[src/rtl/mmhpq_pkg.sv]
// Shared types, operation codes and status codes of the min-max heap queue.
// Depends on nothing.
package mmhpq_pkg;

   typedef struct packed {
      logic [30:0]        num;
      logic signed [31:0] pri;
   } entry_type;

   localparam int OP_W = 5;
   typedef logic [OP_W-1:0] op_type;

   localparam op_type OP_NONE       = 5'd0;
   localparam op_type OP_ACCEPT     = 5'd1;
   localparam op_type OP_INS_FULL   = 5'd2;
   localparam op_type OP_INS_START  = 5'd3;
   localparam op_type OP_EMPTY      = 5'd4;
   localparam op_type OP_RMIN_START = 5'd5;
   localparam op_type OP_RMAX_START = 5'd6;
   localparam op_type OP_MX2        = 5'd7;
   localparam op_type OP_MX3        = 5'd8;
   localparam op_type OP_RM_R       = 5'd9;
   localparam op_type OP_RM_L       = 5'd10;
   localparam op_type OP_MX_ROOT    = 5'd11;
   localparam op_type OP_TR_START   = 5'd12;
   localparam op_type OP_TR_SCAN    = 5'd13;
   localparam op_type OP_TR_CMP     = 5'd14;
   localparam op_type OP_TR_DEC     = 5'd15;
   localparam op_type OP_TR_PAR     = 5'd16;
   localparam op_type OP_INS_P      = 5'd17;
   localparam op_type OP_BUB        = 5'd18;
   localparam op_type OP_BUB_G      = 5'd19;
   localparam op_type OP_WRX        = 5'd20;
   localparam op_type OP_OUT        = 5'd21;

   typedef struct packed {
      op_type op;
   } ctrl_cmd_type;

   typedef struct packed {
      logic insert_cmd;
      logic min_cmd;
      logic full;
      logic empty;
      logic cnt_le2;
      logic mi_live;
      logic mi_is1;
      logic k_done;
      logic cand_live;
      logic m_eq_i;
      logic m_grand;
      logic i_gt3;
      logic bub_swap;
   } dp_status_type;

   localparam logic [2:0] ST_INSERTED = 3'd0;
   localparam logic [2:0] ST_MAX      = 3'd1;
   localparam logic [2:0] ST_MIN      = 3'd2;
   localparam logic [2:0] ST_EMPTY    = 3'd3;
   localparam logic [2:0] ST_FULL     = 3'd4;

   localparam logic [1:0] CMD_INSERT   = 2'd0;
   localparam logic [1:0] CMD_TAKE_MAX = 2'd1;
   localparam logic [1:0] CMD_TAKE_MIN = 2'd2;
   localparam logic [1:0] CMD_ODD_MIN  = 2'd3;

endpackage

[src/rtl/mmhpq_ctrl.sv]
// Sequencer of the min-max heap queue: steps one command through its operations.
// Depends on mmhpq_pkg.
module mmhpq_ctrl (
   input  logic                    clock,
   input  logic                    reset,
   input  logic                    req_valid,
   output logic                    req_ready,
   output logic                    rsp_valid,
   input  logic                    rsp_ready,
   input  mmhpq_pkg::dp_status_type stat,
   output mmhpq_pkg::ctrl_cmd_type  cmd
);

   localparam logic [4:0] S_IDLE     = 5'd0;
   localparam logic [4:0] S_DISP     = 5'd1;
   localparam logic [4:0] S_INS_P    = 5'd2;
   localparam logic [4:0] S_BUB      = 5'd3;
   localparam logic [4:0] S_BUB_G    = 5'd4;
   localparam logic [4:0] S_WRX      = 5'd5;
   localparam logic [4:0] S_MX2      = 5'd6;
   localparam logic [4:0] S_MX3      = 5'd7;
   localparam logic [4:0] S_RM_R     = 5'd8;
   localparam logic [4:0] S_RM_L     = 5'd9;
   localparam logic [4:0] S_MX_ROOT  = 5'd10;
   localparam logic [4:0] S_TR_START = 5'd11;
   localparam logic [4:0] S_TR_SCAN  = 5'd12;
   localparam logic [4:0] S_TR_CMP   = 5'd13;
   localparam logic [4:0] S_TR_DEC   = 5'd14;
   localparam logic [4:0] S_TR_PAR   = 5'd15;
   localparam logic [4:0] S_FIN      = 5'd16;

   logic [4:0] state_ff, state_in;
   logic       valid_ff, valid_in;

   always_comb begin
      state_in = state_ff;
      valid_in = valid_ff && !rsp_ready;
      cmd.op   = mmhpq_pkg::OP_NONE;
      case (state_ff)
         S_IDLE: begin
            if (req_valid) begin
               cmd.op   = mmhpq_pkg::OP_ACCEPT;
               state_in = S_DISP;
            end
         end
         S_DISP: begin
            if (stat.insert_cmd) begin
               if (stat.full) begin
                  cmd.op   = mmhpq_pkg::OP_INS_FULL;
                  state_in = S_FIN;
               end else begin
                  cmd.op   = mmhpq_pkg::OP_INS_START;
                  state_in = stat.empty ? S_WRX : S_INS_P;
               end
            end else if (stat.empty) begin
               cmd.op   = mmhpq_pkg::OP_EMPTY;
               state_in = S_FIN;
            end else if (stat.min_cmd) begin
               cmd.op   = mmhpq_pkg::OP_RMIN_START;
               state_in = S_RM_R;
            end else begin
               cmd.op   = mmhpq_pkg::OP_RMAX_START;
               state_in = stat.cnt_le2 ? S_RM_R : S_MX2;
            end
         end
         S_INS_P: begin
            cmd.op   = mmhpq_pkg::OP_INS_P;
            state_in = S_BUB;
         end
         S_BUB: begin
            cmd.op   = mmhpq_pkg::OP_BUB;
            state_in = stat.i_gt3 ? S_BUB_G : S_WRX;
         end
         S_BUB_G: begin
            cmd.op   = mmhpq_pkg::OP_BUB_G;
            state_in = stat.bub_swap ? S_BUB : S_WRX;
         end
         S_WRX: begin
            cmd.op   = mmhpq_pkg::OP_WRX;
            state_in = S_FIN;
         end
         S_MX2: begin
            cmd.op   = mmhpq_pkg::OP_MX2;
            state_in = S_MX3;
         end
         S_MX3: begin
            cmd.op   = mmhpq_pkg::OP_MX3;
            state_in = S_RM_L;
         end
         S_RM_R: begin
            cmd.op   = mmhpq_pkg::OP_RM_R;
            state_in = S_RM_L;
         end
         S_RM_L: begin
            cmd.op = mmhpq_pkg::OP_RM_L;
            if (!stat.mi_live) begin
               state_in = S_FIN;
            end else if (stat.mi_is1) begin
               state_in = S_TR_START;
            end else begin
               state_in = S_MX_ROOT;
            end
         end
         S_MX_ROOT: begin
            cmd.op   = mmhpq_pkg::OP_MX_ROOT;
            state_in = S_TR_START;
         end
         S_TR_START: begin
            cmd.op   = mmhpq_pkg::OP_TR_START;
            state_in = S_TR_SCAN;
         end
         S_TR_SCAN: begin
            cmd.op   = mmhpq_pkg::OP_TR_SCAN;
            state_in = (stat.k_done || !stat.cand_live) ? S_TR_DEC : S_TR_CMP;
         end
         S_TR_CMP: begin
            cmd.op   = mmhpq_pkg::OP_TR_CMP;
            state_in = S_TR_SCAN;
         end
         S_TR_DEC: begin
            cmd.op = mmhpq_pkg::OP_TR_DEC;
            if (stat.m_eq_i) begin
               state_in = S_FIN;
            end else if (stat.m_grand) begin
               state_in = S_TR_PAR;
            end else begin
               state_in = S_WRX;
            end
         end
         S_TR_PAR: begin
            cmd.op   = mmhpq_pkg::OP_TR_PAR;
            state_in = S_TR_START;
         end
         S_FIN: begin
            if (!valid_ff || rsp_ready) begin
               cmd.op   = mmhpq_pkg::OP_OUT;
               valid_in = 1'b1;
               state_in = S_IDLE;
            end
         end
         default: begin
            state_in = S_IDLE;
         end
      endcase
   end

   always_ff @(posedge clock) begin
      if (reset) begin
         state_ff <= S_IDLE;
         valid_ff <= 1'b0;
      end else begin
         state_ff <= state_in;
         valid_ff <= valid_in;
      end
   end

   assign req_ready = (state_ff == S_IDLE);
   assign rsp_valid = valid_ff;

endmodule

[config.mk]
export PLATFORM = sky130hd
export DESIGN_NAME = mmhpq_ctrl
export DESIGN_NICKNAME = d
export VERILOG_FILES = /design/src/rtl/mmhpq_pkg.sv /design/src/rtl/mmhpq_ctrl.sv
export SDC_FILE = /design/constraint.sdc
export NUM_CORES = 1
export LEC_CHECK = 0
export BUFFER_PORTS_ARGS = -buffer_cell sky130_fd_sc_hd__buf_2
export CORE_UTILIZATION = 54
export DETAILED_ROUTE_END_ITERATION = 16
export PLACE_DENSITY = 0.81
export SLEW_MARGIN = 20
export SYNTH_ARGS = -nofsm -noshare
export SYNTH_HDL_FRONTEND = slang
export SYNTH_SLANG_ARGS = --single-unit
[constraint.sdc]
create_clock -name clock -period 2.9 [get_ports clock]
set_input_delay 0.435 -clock clock [delete_from_list [all_inputs] [get_ports clock]]
set_output_delay 0.435 -clock clock [all_outputs]
set_load 0.05 [all_outputs]
==> flow_summary.ini <==
[place]
place.gp.congestion = 0.795
io_buffer_count = 23
dp_slack_ns = 0.765
dp_cells = 143
dp_hpwl_um = 1410

[setup_path]
rr_worst_depth = 4
critPathLaunchType = flop
critPathMaxFanout = 24
r2r_start = state_ff[1]
required_ns = 2.47
max_stage_delay_ns = 0.81
cp-end-kind = output port
reg2reg_slack_ns = 1.25
r2r-end = state_ff[3]
cp_cell_sequence = nand3b_1 > a21oi_1 > a31oi_1 > o22ai_1 > buf_2
path_class = reg2out
worstPathArrival_ns = 1.98
slowest_stage = dfxtp_1

[worst_hold_path]
hold_start = reset
hold_class = in2reg
worstHoldPathCells = 2
min_to = state_ff[2]

[synthesis]
async_flop_share_pct = 0
synthCells = 113
ys_top_cells_by_count = 13 x nor2_1, 10 x o21ai_0, 7 x a21oi_1
yosysWarningCount = 0
synthTopCellsByArea = dfxtp_1 15%, o21ai_0 6.4%, nor2_1 6.2%
synth.most_common_cell = nor2_1
syn_area_um2 = 787
ys_ff_latch = 6
synth_edf_count = 0
synth-seq-area-share_pct = 15.3
synth_nets = 130
synth_cell_types = 43
yosys.area.top_type = dfxtp_1
avgSynthCellArea_um2 = 6.96
synth.top_cell.area_share_pct = 15.3
synthFlopType = dfxtp_1

[layout]
drive_gt1_share_pct = 24.4
fin_nets = 150
fin_cells = 146
syn_to_final_growth_pct = 11.0
final_util_pct = 65.5
n_antenna_cell = 0
fillers = 123

[power_and_ir_drop]
power.switching_mw = 0.201
clkPwrFrac_pct = 19.1
power_density_mw_per_mm2 = 470
internal_power_mw = 0.210
vdd.ir_drop.worst_uv = 339
p_leak_nw = 0.339
combPwrFrac_pct = 51.1
seqPwrFrac_pct = 29.8
switching_share_pct = 48.9

[global_route]
grtUsageTotal_pct = 26.5
antenna_found_initial = 0
grt_max_degree = 25
grt_pass1_vias = 686
grt_pass1_wl_um = 2860
grt_overflow = 0

[timing]
tns_ns = 0
holdWs_ns = 0.452
fin_worst_skew_ns = 0.00890
hold_viol = 0
worst_pin_slew_ns = 0.772
layout_min_cycle_time_ns = 2.42
finalCritPeriodShare_pct = 83.4
slew_violations = 0
setup_viol = 0
slew_headroom_pct = 48.5
rsz0062_at_grt = false
setup_ws_ns = 0.481
fmax_mhz = 413

[route]
drt_iter0_markers = 24
drc_errors = 0
via_per_inst = 6.15
ant_nets = 0
vias = 898
wl_per_cell_um = 12.7
finalWirelength_um = 1850
drt_pre_antenna_iters = 4

[clock_tree]
clockBufferDepth = 2
cts_setup_buffers = 0
holdBufCountCts = 0
cts_tree = yes
htreeDepth = 1
path_clk_slew_ns = 0.05
numClockSinks = 6
root_buffer = clkbuf_4
cts_inserted_buffers = 3
clock_latency_ns = 0.25
cts_resized = 0

[run]
maxCapViolCount = 0

[floorplanning]
core_mm2 = 0.00133
die_h_um = 40.2
ios = 24
die_x_um = 40.2
floorplan.initialDensity_pct = 59.0
rows = 13
dieArea_mm2 = 0.00161

[run_status]
status = complete, no violations
cells by family after synthesis:
| group | Yosys count | synth area share [%] |
|---|---|---|
| buf+inv | 14 | 11.8 |
| simple gates | 50 | 35.9 |
| compound gates | 41 | 34.8 |
| xor+xnor | 2 | 2.23 |
| flops | 6 | 15.3 |
routing by layer:
metal | up-vias | track usage, % | routed length [um]
met5 | - | 0 | 0
met4 | 0 | 7.50 | 21
met3 | 3 | 3.33 | 127
met2 | 45 | 45.6 | 842
met1 | 395 | 34.2 | 856
li1 | 455 | - | -
state kept, by name, summed over array words and instances (netlist names):
name,flops
rsp_valid,1
state_ff,5
final cells by class:
type                       count  area, um^2  area share, %
multi-input combinational     93         574           65.8
inverter                       6        22.5           2.58
clock buffer                   3        22.5           2.58
sequential                     6         120           13.8
tap                           15        18.8           2.15
timing repair buffer          23         115           13.2
worst max-delay path by stage:
stage / endpoint / startpoint / depth (start not counted)
floorplan: req_ready / state_ff[2] / 3
global placement: cmd[2] / state_ff[1] / 5
detailed placement: cmd[2] / state_ff[1] / 5
CTS: cmd[2] / state_ff[1] / 5
global route: cmd[2] / state_ff[1] / 5
finish: cmd[2] / state_ff[1] / 5
cell usage in the layout (no fill, tap or decap), types with 4 or more instances in the layout:
cell	n
o21ai_0	10
nand2_1	4
buf_2	23
nor3_1	6
a21oi_1	7
inv_1	5
nor2b_1	5
nand3_1	6
nor2_1	13
dfxtp_1	6
stage by stage:
step	power [mW]	instance area [um^2]
after floorplan	0.292	787
after detailed placement	0.333	851
after CTS	0.411	873
after global routing	0.440	873
after global placement	0.330	851
final	0.411	873
worst max-delay path, delay by kind of cell (launching register included):
family | cells | cell delay (ns)
simple gates | 1 | 0.24
buf+inv | 1 | 0.28
flops | 1 | 0.81
compound gates | 3 | 0.40
power groups by stage:
stage	Clock (mW)	Sequential (mW)	Combinational [mW]
2_1_floorplan	0	0.100	0.191
3_3_place_gp	0	0.121	0.209
3_5_place_dp	0	0.123	0.210
4_1_cts	0.0793	0.121	0.210
5_1_grt	0.0857	0.125	0.229
6_report	0.0783	0.122	0.210
No activity file was read; power rests on OpenSTA's default activity.
